[src/hw/rtl/iir_direct_form_one_filter_core_macros.svh]
// ----------------------------------------------------------------------------
// Assertion macros for the direct-form I IIR filter core
// Shared wrappers for clocked, reset-qualified checks.
// ----------------------------------------------------------------------------
`ifndef IIR_DIRECT_FORM_ONE_FILTER_CORE_MACROS_SVH
`define IIR_DIRECT_FORM_ONE_FILTER_CORE_MACROS_SVH

// Same-cycle implication, checked outside reset.
`define IIRDF1_ASSERT_NOW(label, clk, rst_n, ante, cons, msg) \
    label: assert property (@(posedge clk) disable iff (!(rst_n)) \
        (ante) |-> (cons)) else $error(msg);

// Next-cycle implication, checked outside reset.
`define IIRDF1_ASSERT_NEXT(label, clk, rst_n, ante, cons, msg) \
    label: assert property (@(posedge clk) disable iff (!(rst_n)) \
        (ante) |=> (cons)) else $error(msg);

`endif

[src/hw/rtl/iirdf1_pkg.sv]
// ----------------------------------------------------------------------------
// Direct-form I IIR filter package
// Request types, operation codes, sequencer states and fixed widths.
// ----------------------------------------------------------------------------
`default_nettype none

package iirdf1_pkg;

    // Default number of numerator taps.
    localparam int DEFAULT_TAPS = 5;

    // Sample and coefficient width, and the Q3.29 to Q1.15 rounding shift.
    localparam int SAMPLE_W    = 16;
    localparam int PROD_W      = 2 * SAMPLE_W;
    localparam int ROUND_SHIFT = 14;

    // Operation codes of an input request.
    localparam logic [1:0] OP_SAMPLE = 2'd0;
    localparam logic [1:0] OP_LOAD_B = 2'd1;
    localparam logic [1:0] OP_LOAD_A = 2'd2;

    // Input request.
    typedef struct packed {
        logic [1:0]                 op;
        logic [2:0]                 coef_index;
        logic signed [SAMPLE_W-1:0] value;
    } t_in_req;

    // Output request.
    typedef struct packed {
        logic signed [SAMPLE_W-1:0] out_sample;
        logic                       saturated;
    } t_out_req;

    // Sequencer states.
    typedef enum logic [1:0] {
        S_IDLE,
        S_MAC,
        S_DRAIN,
        S_ROUND
    } t_state;

endpackage

`default_nettype wire

[src/hw/rtl/iir_direct_form_one_filter_core.sv]
// A sample request is accepted only in the idle state; the sequencer then steps through MAC,
// drain and rounding, registering the result. The single shared 16x16 multiplier covers all
// 2*TAPS-1 products in turn; no new sample or coefficient load is taken until it is idle again.
// A full output register can hold the sequencer in its rounding step until the result is taken.
// Reset (synchronous, active low) clears histories, coefficients and all control state.
// ----------------------------------------------------------------------------
// Direct-form I IIR filter core
// Streaming IIR filter, a0 fixed at 1, with one shared multiply-accumulate
// unit stepped by a small sequencer; output rounded and saturated to Q1.15.
// ----------------------------------------------------------------------------
`default_nettype none

`include "iir_direct_form_one_filter_core_macros.svh"

module iir_direct_form_one_filter_core #(
    parameter int TAPS = iirdf1_pkg::DEFAULT_TAPS
) (
    input  wire logic                 i_clk,
    input  wire logic                 i_rst_n,
    input  wire logic                 i_in_valid,
    output logic                      o_in_stall,
    input  wire iirdf1_pkg::t_in_req  i_in_req,
    output logic                      o_out_valid,
    input  wire logic                 i_out_stall,
    output iirdf1_pkg::t_out_req      o_out_req
);
    import iirdf1_pkg::*;

    localparam int IDX_W = $clog2(TAPS);
    localparam int ACC_W = PROD_W + $clog2(2 * TAPS);

    localparam logic signed [ACC_W:0] Q_MAX = (ACC_W+1)'(32'sd32767);
    localparam logic signed [ACC_W:0] Q_MIN = (ACC_W+1)'(-32'sd32768);
    localparam logic signed [ACC_W:0] Q_BIAS = (ACC_W+1)'(32'sd8192);

    // Coefficients and histories; feedback and history entries run 1..TAPS-1.
    logic signed [SAMPLE_W-1:0] r_coef_b [TAPS];
    logic signed [SAMPLE_W-1:0] r_coef_a [1:TAPS-1];
    logic signed [SAMPLE_W-1:0] r_hist_x [1:TAPS-1];
    logic signed [SAMPLE_W-1:0] r_hist_y [1:TAPS-1];

    // Sequencer and datapath registers.
    t_state                     r_state, n_state;
    logic [IDX_W-1:0]           r_tap;
    logic                       r_fb;
    logic signed [SAMPLE_W-1:0] r_x;
    logic signed [PROD_W-1:0]   r_prod;
    logic                       r_prod_vld;
    logic                       r_prod_neg;
    logic signed [ACC_W-1:0]    r_acc;
    logic                       r_out_valid;
    t_out_req                   r_out_req;

    logic                       w_in_acc;
    logic                       w_out_free;
    logic                       w_mac_en;
    logic                       w_commit;
    logic                       w_last_step;
    logic [31:0]                w_idx32;
    logic [IDX_W-1:0]           w_load_idx;
    logic                       w_load_b;
    logic                       w_load_a;
    logic [IDX_W-1:0]           w_hist_idx;
    logic signed [SAMPLE_W-1:0] w_op_coef;
    logic signed [SAMPLE_W-1:0] w_op_data;
    logic signed [ACC_W:0]      w_round_t;
    logic signed [ACC_W:0]      w_round_q;
    logic signed [SAMPLE_W-1:0] w_y;
    logic                       w_sat;

    // Handshake qualifiers.
    assign w_in_acc   = i_in_valid && !o_in_stall;
    assign w_out_free = !r_out_valid || !i_out_stall;

    // Coefficient load decode; the index is widened before the range check.
    assign w_idx32    = 32'(i_in_req.coef_index);
    assign w_load_idx = w_idx32[IDX_W-1:0];
    assign w_load_b   = w_in_acc && (i_in_req.op == OP_LOAD_B) && (w_idx32 < 32'(TAPS));
    assign w_load_a   = w_in_acc && (i_in_req.op == OP_LOAD_A) &&
                        (w_idx32 != 32'd0) && (w_idx32 < 32'(TAPS));

    // Final step is the feedback product of the oldest tap.
    assign w_last_step = (r_tap == IDX_W'(TAPS - 1)) && r_fb;

    // Next-state logic.
    always_comb begin
        n_state = r_state;
        unique case (r_state)
            S_IDLE: begin
                if (w_in_acc && (i_in_req.op == OP_SAMPLE)) begin
                    n_state = S_MAC;
                end
            end
            S_MAC: begin
                if (w_last_step) begin
                    n_state = S_DRAIN;
                end
            end
            S_DRAIN: begin
                n_state = S_ROUND;
            end
            S_ROUND: begin
                if (w_out_free) begin
                    n_state = S_IDLE;
                end
            end
        endcase
    end

    // State-decoded controls.
    always_comb begin
        o_in_stall = 1'b1;
        w_mac_en   = 1'b0;
        w_commit   = 1'b0;
        unique case (r_state)
            S_IDLE:  o_in_stall = 1'b0;
            S_MAC:   w_mac_en   = 1'b1;
            S_DRAIN: w_mac_en   = 1'b0;
            S_ROUND: w_commit   = w_out_free;
        endcase
    end

    // Operand select: tap zero uses the new sample, later taps take a history
    // entry, with the feedback half of each later tap taken from the output history.
    assign w_hist_idx = (r_tap == '0) ? IDX_W'(1) : r_tap;

    always_comb begin
        if (r_tap == '0) begin
            w_op_coef = r_coef_b[r_tap];
            w_op_data = r_x;
        end else if (!r_fb) begin
            w_op_coef = r_coef_b[r_tap];
            w_op_data = r_hist_x[w_hist_idx];
        end else begin
            w_op_coef = r_coef_a[w_hist_idx];
            w_op_data = r_hist_y[w_hist_idx];
        end
    end

    // Round half up to Q1.15, then saturate.
    assign w_round_t = (ACC_W+1)'(r_acc) + Q_BIAS;
    assign w_round_q = w_round_t >>> ROUND_SHIFT;

    always_comb begin
        if (w_round_q > Q_MAX) begin
            w_y   = SAMPLE_W'(Q_MAX);
            w_sat = 1'b1;
        end else if (w_round_q < Q_MIN) begin
            w_y   = SAMPLE_W'(Q_MIN);
            w_sat = 1'b1;
        end else begin
            w_y   = w_round_q[SAMPLE_W-1:0];
            w_sat = 1'b0;
        end
    end

    // Control registers: state, step counter, product valid and output valid.
    always_ff @(posedge i_clk) begin
        if (!i_rst_n) begin
            r_state     <= S_IDLE;
            r_tap       <= '0;
            r_fb        <= 1'b0;
            r_prod_vld  <= 1'b0;
            r_out_valid <= 1'b0;
        end else begin
            r_state    <= n_state;
            r_prod_vld <= w_mac_en;
            if (w_in_acc) begin
                r_tap <= '0;
                r_fb  <= 1'b0;
            end else if (w_mac_en) begin
                if (r_tap == '0) begin
                    r_tap <= IDX_W'(1);
                end else if (!r_fb) begin
                    r_fb <= 1'b1;
                end else if (!w_last_step) begin
                    r_tap <= r_tap + IDX_W'(1);
                    r_fb  <= 1'b0;
                end
            end
            if (w_commit) begin
                r_out_valid <= 1'b1;
            end else if (!i_out_stall) begin
                r_out_valid <= 1'b0;
            end
        end
    end

    // Coefficient and history storage, all cleared by reset.
    always_ff @(posedge i_clk) begin
        if (!i_rst_n) begin
            for (int i = 0; i < TAPS; i++) begin
                r_coef_b[i] <= '0;
            end
            for (int i = 1; i < TAPS; i++) begin
                r_coef_a[i] <= '0;
                r_hist_x[i] <= '0;
                r_hist_y[i] <= '0;
            end
        end else begin
            if (w_load_b) begin
                r_coef_b[w_load_idx] <= i_in_req.value;
            end
            if (w_load_a) begin
                r_coef_a[w_load_idx] <= i_in_req.value;
            end
            if (w_commit) begin
                r_hist_x[1] <= r_x;
                r_hist_y[1] <= w_y;
                for (int i = 2; i < TAPS; i++) begin
                    r_hist_x[i] <= r_hist_x[i-1];
                    r_hist_y[i] <= r_hist_y[i-1];
                end
            end
        end
    end

    // Shared multiply-accumulate datapath and output register.
    always_ff @(posedge i_clk) begin
        if (w_in_acc) begin
            r_x   <= i_in_req.value;
            r_acc <= '0;
        end else if (r_prod_vld) begin
            if (r_prod_neg) begin
                r_acc <= r_acc - ACC_W'(r_prod);
            end else begin
                r_acc <= r_acc + ACC_W'(r_prod);
            end
        end
        if (w_mac_en) begin
            r_prod     <= w_op_coef * w_op_data;
            r_prod_neg <= r_fb;
        end
        if (w_commit) begin
            r_out_req.out_sample <= w_y;
            r_out_req.saturated  <= w_sat;
        end
    end

    assign o_out_valid = r_out_valid;
    assign o_out_req   = r_out_req;

    // Checks on the sequencer.
    `IIRDF1_ASSERT_NOW(a_prod_in_mac, i_clk, i_rst_n, r_prod_vld,
        (r_state == S_MAC) || (r_state == S_DRAIN), "product pending outside accumulation")
    `IIRDF1_ASSERT_NOW(a_tap_range, i_clk, i_rst_n, r_state == S_MAC,
        r_tap <= IDX_W'(TAPS - 1), "tap counter out of range")
    `IIRDF1_ASSERT_NEXT(a_sample_starts, i_clk, i_rst_n,
        w_in_acc && (i_in_req.op == OP_SAMPLE), r_state == S_MAC, "sample did not start MAC")
    `IIRDF1_ASSERT_NOW(a_out_from_round, i_clk, i_rst_n, $rose(r_out_valid),
        $past(r_state) == S_ROUND, "result appeared outside rounding step")

endmodule

`default_nettype wire

[config.mk]
export PLATFORM = sky130hd
export DESIGN_NAME = iir_direct_form_one_filter_core
export DESIGN_NICKNAME = d
export VERILOG_FILES = /design/src/hw/rtl/iirdf1_pkg.sv /design/src/hw/rtl/iir_direct_form_one_filter_core.sv
export VERILOG_INCLUDE_DIRS = /design/src /design/src/hw/rtl
export SDC_FILE = /design/constraint.sdc
export NUM_CORES = 2
export LEC_CHECK = 0
export ABC_AREA = 1
export BUFFER_PORTS_ARGS = -buffer_cell sky130_fd_sc_hd__clkbuf_2
export CAP_MARGIN = 10
export CORE_AREA = 2 2 315 317
export DETAILED_ROUTE_END_ITERATION = 6
export DIE_AREA = 0 0 317 319
export GPL_ROUTABILITY_DRIVEN = 0
export GPL_TIMING_DRIVEN = 0
export SYNTH_ARGS = -nofsm -noshare
export SYNTH_HDL_FRONTEND = slang
export SYNTH_SLANG_ARGS = --single-unit
[constraint.sdc]
create_clock -name i_clk -period 12 [get_ports i_clk]
set_clock_uncertainty 0.05 [all_clocks]
set_input_delay 0 -clock i_clk [delete_from_list [all_inputs] [get_ports i_clk]]
set_output_delay 0 -clock i_clk [all_outputs]
set_load 0.01 [all_outputs]
; Yosys cells after proc, flatten, opt, wreduce, memory -nomap -nowiden
; Memory sizes are Yosys's and may differ from the RTL's. A register that Yosys moved wholly into a read port is not among the register bits.
; Cells that the tools add are included.
[classes]
n_reduce_logical = 22
n_addsub = 4
eq_ne = 11
mux = 49
bitwise_logic = 10
magnitude_cmp = 3
mul = 1
[op_table]
columns = op, n
row1 = $mux 16, 16
row2 = $add 36x15->37 const B, 1
row3 = $add 36x32->36, 1
row4 = $mux 36, 1
row5 = $sub 36x32->36, 1
row6 = $mul 16x16->32, 1
row7 = $reduce_bool 32->1, 1
row8 = $reduce_or 16->1, 2
row9 = $mux 3, 8
row10 = $gt 23x16->1 const B, 1
row11 = $lt 23x16->1 const B, 1
row12 = $mux 1, 20
row13 = $logic_and 1x1->1, 8
row14 = $or 1x1->1, 8
row15 = $pmux 2 s4, 1
row16 = $eq 2x2->1 const B, 3
row17 = $mux 2, 3
row18 = $ne 2x1->1 const B, 3
row19 = $reduce_and 3->1, 2
row20 = $eq 2x1->1 const B, 2
row21 = $logic_not 2->1, 2
row22 = $ne 2x2->1 const B, 2
row23 = $add 3x1->3 const B, 1
row24 = $eq 3x3->1 const B, 1
row25 = 8 further kinds, 10
[word_totals]
input_bits = 25
ramBits = 272
mem_count = 4
output_inout_bits = 19
regBits = 110
[memory_table]
columns = name, depth, word_bits, rd, rd_clocked_by_memory_dff, wr, line_no
row1 = r_coef_b, 5, 16, 1, 1, 5, iir_direct_form_one_filter_core.sv:37  ; logic signed [SAMPLE_W-1:0] r_coef_b [TAPS];
row2 = r_coef_a, 4, 16, 1, 0, 4, iir_direct_form_one_filter_core.sv:38  ; logic signed [SAMPLE_W-1:0] r_coef_a [1:TAPS-1];
row3 = r_hist_x, 4, 16, 4, 0, 4, iir_direct_form_one_filter_core.sv:39  ; logic signed [SAMPLE_W-1:0] r_hist_x [1:TAPS-1];
row4 = r_hist_y, 4, 16, 4, 0, 4, iir_direct_form_one_filter_core.sv:40  ; logic signed [SAMPLE_W-1:0] r_hist_y [1:TAPS-1];

; Depth between registers and ports, before layout
[logic_depth]
word_depth = 10
mapped_depth = 41

; Worst setup path after synthesis
; No wires, ideal clock.
[synth_timing]
path_kind = flip-flop to flip-flop
start = reg r_state[0]
end = mem r_hist_x[1][0], enable pin
setup_time_ns = 0.792
synth_period_minus_slack_ns = 10.346
stages_incl_launch_ff = 4
arrival_ns = 9.504
required_ns = 11.158
slack_ns = 1.654
cell_sequence = dfxtp_1 > ha_1 > inv_1 > o21ai_0
[synth_lines]
columns = element, line_no
row1 = from (decl), iir_direct_form_one_filter_core.sv:43  ; t_state r_state, n_state;
row2 = from (signal assigned), iir_direct_form_one_filter_core.sv:166  ; r_state <= n_state;
row3 = to (decl), iir_direct_form_one_filter_core.sv:39

; Worst setup path after layout
[layout_timing]
start = reg r_tap[0]
end = reg r_prod[31], data pin
[layout_between]
elab_chain_len = 6
[layout_lines]
columns = element, line_no
row1 = from (decl), iir_direct_form_one_filter_core.sv:44  ; logic [IDX_W-1:0] r_tap;
row2 = from (signal assigned), iir_direct_form_one_filter_core.sv:177  ; r_tap <= r_tap + IDX_W'(1);
row3 = $logic_not 3->1, "iir_direct_form_one_filter_core.sv:125, iir_direct_form_one_filter_core.sv:128"
row4 = $mux 3, iir_direct_form_one_filter_core.sv:125  ; assign w_hist_idx = (r_tap == '0) ? IDX_W'(1) : r_tap;
row5 = $mem_v2 4x16 (on tied branches), -
row6 = $mux 16, iir_direct_form_one_filter_core.sv:131  ; end else if (!r_fb) begin
row7 = $mux 16, iir_direct_form_one_filter_core.sv:128  ; if (r_tap == '0) begin
row8 = $mul 16x16->32 *, iir_direct_form_one_filter_core.sv:231  ; r_prod <= w_op_coef * w_op_data;
row9 = to (signal assigned), iir_direct_form_one_filter_core.sv:231
row10 = to (decl), iir_direct_form_one_filter_core.sv:47  ; logic signed [PROD_W-1:0] r_prod;
; Mark *: on every way between the ends. The rest lies on a longest branch, timed or not.
; A chain may end at the register's enable or synchronous reset.

==> implementation parameters <==
Parameter                              Value

Die
  Die outline width ... around 320 um
  DIE AREA ... 101000 um2
  Placement Rows ... 115
  Core area ... 97700 um2
  Vertical die dimension ... 319 um
  Starting density of the core ... 0.357
  Boundary pin count ... 44

Run status
  Status ... complete, no violations

STA
  Unrepaired setup endpoints after global routing ... false
  Final setup violating endpoints ... 0
  Worst hold-check slack ... approximately 43 ps
  Fin crit share ... 0.807
  Max Freq ... approximately 0.10 GHz
  Worst-case headroom to the max-slew limit ... 0.180
  Total count of hold-check failures in the final report ... 0
  Worst-Margin Slew ... 1230 ps
  Fin crit period ... 9690 ps
  Max-slew violation total from the final report ... 0

CTS
  Number of post-CTS setup repair buffers ... 0
  Buffer levels on the longest clock path ... 3
  CTS tree ... built
  Clock-pin transition on the worst setup and hold timing paths ... 60 ps
  Clock buffers created by TritonCTS ... 51
  Depth of the CTS H-tree ... 2
  Total of cells resized after clock tree synthesis ... 0
  Clk Latency, worst-skew pair ... 650 ps
  TritonCTS sink count ... between 400 and 500
  Clock tree root driver cell ... sky130_fd_sc_hd__clkbuf_16
  Quantity of hold-fixing buffers added after cts ... 21

Final layout
  Area Overhead vs Synth ... 12.3%
  Layout Cell Area excl Fill ... just under 40000 um2
  Post-layout util ... 0.401
  Fraction of layout instances using a drive strength above 1 ... 0.0645
  NumNets Final ... 4542

Critical path
  Required time worst endpoint ... 12270 ps
  Critical Path Most Common Cell ... sky130_fd_sc_hd__inv_1
  Worst path arrival time ... 9960 ps
  Endpoint class of the critical path ... flop
  Maximum net fanout on the critical path ... 10
  Kind of critical path ... reg2reg
  Critical path's largest stage delay ... a little under 800 ps
  Slowest library cell on the worst path ... sky130_fd_sc_hd__fa_1
  Type of element launching the critical path ... flop

Placement
  Half-perimeter wire length after placement ... roughly 80000 um
  Placed instance area ... 37200 um2
  Number of port buffers ... 43

Yosys
  Asr flop ratio synth ... 0
  Mapped Area ... approximately 35000 um2
  Warnings, synthesis ... 0
  Top_reg_cell synth ... sky130_fd_sc_hd__edfxtp_1
  Number of distinct library cells after synthesis ... 59
  Yosys reg bits ... 497
  Cells after synthesis ... 3895
  Number of flops mapped to enable cells by yosys ... 450
  Mean cell area of the mapped netlist ... around 8.9 um2
  Proportion of synthesized chip area in sequential cells ... 0.415

Global routing
  Pin count of the biggest net entering global routing ... 39
  GRT Util Overall ... 0.206
  Sum of overflow across all layers after global routing ... 0
  Wire length of the first global-routing pass ... ~160000 um
  Vias in the first global route ... around 27000
  Number of antenna violations at the first check in global routing ... 1

Drt
  Post-route DRC violation count ... 0
  Routed vias/inst ... approximately 5.0
  First DRT Iteration DRCs ... around 2800
  M1 WL ... about 44000 um
  Routed met3 length ... 8010 um
  Routed via count ... between 20000 and 30000
  Sum of routed wire length over all layers ... slightly above 100000 um
  Number of detailed-routing iterations run before antenna repair ... 5
  Met2 wire len ... 47400 um
  Detail Route Antenna Nets ... 0
  Top layer reached by signal wires ... met4
  Detailed-route wire length per cell ... ~19 um

Min path
  Class of the tightest hold or removal check ... in2reg

Flow run
  Total of max-cap violations ... 0
registers in the layout, indices dropped and copies added (netlist names), 2 cells and up, named ones only:
signal and count:
r_coef_b 128, r_state 2, r_tap 3, r_prod 32, r_hist_x 64, r_hist_y 64, r_acc 36, r_coef_a 128
o_out_req 17, r_x 16
final timing paths:
| kind | depth (start not counted) | start | slack, ps | endpoint |
|---|---|---|---|---|
| hold reg to reg | 2 | r_acc[11]$_SDFFE_PP0P_ | 480 | r_acc[11]$_SDFFE_PP0P_ |
| setup / recovery | 35 | r_tap[0]$_SDFFE_PP0P_ | 2310 | r_prod[31]$_DFFE_PP_ |
| hold / removal | 6 | i_in_req[20] | 40 | r_state[1]$_SDFFE_PN0P_ |
| setup reg to reg | 35 | r_tap[0]$_SDFFE_PP0P_ | 2310 | r_prod[31]$_DFFE_PP_ |
through the flow:
stage / setup TNS (ps) / setup WS [ps] / instances
floorplan: 0 / 1650 / 4006
global placement: -362870 / -2850 / 5336
detailed placement: 0 / 2430 / 5341
CTS: 0 / 2370 / 5458
global route: 0 / 1830 / 5458
finish: 0 / 2310 / 5459
cells in the mapped netlist, types with 4 or more instances:
| library cell | count | share of area |
|---|---|---|
| sky130_fd_sc_hd__nor2_1 | 617 | 0.066 |
| sky130_fd_sc_hd__or2_2 | 6 | 0.0011 |
| sky130_fd_sc_hd__o21bai_1 | 16 | 0.0034 |
| sky130_fd_sc_hd__a22oi_4 | 4 | 0.0024 |
| sky130_fd_sc_hd__fa_1 | 263 | 0.15 |
| sky130_fd_sc_hd__buf_4 | 17 | 0.0037 |
| sky130_fd_sc_hd__a211oi_1 | 5 | 0.0011 |
| sky130_fd_sc_hd__a21boi_0 | 6 | 0.0013 |
| sky130_fd_sc_hd__a21oi_1 | 193 | 0.028 |
| sky130_fd_sc_hd__nor3_1 | 28 | 0.0040 |
| sky130_fd_sc_hd__a31oi_1 | 6 | 0.0011 |
| sky130_fd_sc_hd__xnor2_1 | 26 | 0.0065 |
| sky130_fd_sc_hd__inv_1 | 695 | 0.075 |
| sky130_fd_sc_hd__inv_2 | 22 | 0.0024 |
| sky130_fd_sc_hd__a221oi_1 | 6 | 0.0015 |
| sky130_fd_sc_hd__a21o_1 | 14 | 0.0030 |
| sky130_fd_sc_hd__dfxtp_1 | 47 | 0.027 |
| sky130_fd_sc_hd__o211ai_1 | 34 | 0.0073 |
| sky130_fd_sc_hd__clkbuf_1 | 64 | 0.0069 |
| sky130_fd_sc_hd__nand2_2 | 10 | 0.0018 |
| sky130_fd_sc_hd__a32oi_1 | 8 | 0.0020 |
| sky130_fd_sc_hd__buf_6 | 8 | 0.0026 |
| sky130_fd_sc_hd__a22oi_2 | 6 | 0.0022 |
| sky130_fd_sc_hd__nor2_2 | 6 | 0.0011 |
| sky130_fd_sc_hd__nand3_1 | 111 | 0.016 |
| sky130_fd_sc_hd__clkinv_1 | 17 | 0.0018 |
| sky130_fd_sc_hd__a221o_1 | 6 | 0.0017 |
| sky130_fd_sc_hd__nand2_1 | 679 | 0.073 |
| sky130_fd_sc_hd__nand4_1 | 19 | 0.0034 |
| sky130_fd_sc_hd__o31ai_1 | 11 | 0.0024 |
| sky130_fd_sc_hd__edfxtp_1 | 450 | 0.39 |
| sky130_fd_sc_hd__o21ai_1 | 20 | 0.0029 |
| sky130_fd_sc_hd__xor2_1 | 64 | 0.016 |
| sky130_fd_sc_hd__o21ai_0 | 166 | 0.024 |
| sky130_fd_sc_hd__o221ai_1 | 26 | 0.0065 |
| sky130_fd_sc_hd__ha_1 | 126 | 0.045 |
| sky130_fd_sc_hd__o22ai_1 | 10 | 0.0018 |
| sky130_fd_sc_hd__buf_2 | 45 | 0.0065 |
cells by family after synthesis:
| logic type | Yosys count | share of synthesized area |
|---|---|---|
| AO/OA/AOI/OAI | 550 | 0.0955 |
| XOR/XNOR | 90 | 0.0226 |
| adder cells (fa/ha/maj) | 389 | 0.196 |
| buffers and inverters | 872 | 0.0991 |
| flip-flops | 497 | 0.415 |
| other | 1 | 0.000108 |
| AND/OR/NAND/NOR | 1496 | 0.172 |
cells in the final DEF, fill, tap and decap left out, drive strengths merged, types with 6 or more instances in the layout:
cell / n
a31oi: 6
ha: 126
or2: 8
inv: 719
a32oi: 8
a22oi: 13
o21ai: 187
conb: 112
a221o: 6
dlygate4sd3: 21
o221ai: 26
clkbuf: 182
o21bai: 16
a221oi: 6
nand3: 112
a21o: 14
a21oi: 195
nor3: 29
nand2: 692
a21boi: 6
nand4: 19
xnor2: 26
buf: 78
xor2: 64
fa: 263
o211ai: 34
o22ai: 12
clkinv: 34
dfxtp: 47
o31ai: 11
edfxtp: 450
nor2: 625
area by class of cell:
type	count	area (um2)
plain buffers	137	696
well taps	1287	1610
repair buffers	69	528
clock buffers	75	1490
multi-input cells	2637	17400
inverters	735	2760
diodes	1	2.50
fillers	9773	58500
flip-flops and latches	497	14500
clock inverters	21	233
metal layers:
layer	track usage	up-vias
li1	-	12800
met4	0.0804	0
met5	0	-
met1	0.287	13300
met2	0.326	1133
met3	0.0261	195
critical path, delay by kind of cell (launching register included):
| family | cells | cell delay, ps |
|---|---|---|
| buffers and inverters | 12 | 2110 |
| xor gates and xnor gates | 1 | 100 |
| adders and majority gates | 8 | 4610 |
| DFF | 1 | 440 |
| AOI/OAI and AO/OA | 7 | 1100 |
| and+or+nand+nor | 7 | 910 |
Power is not shown: default switching activity piles up to over one toggle a cycle in this logic, so the estimate is an artifact.
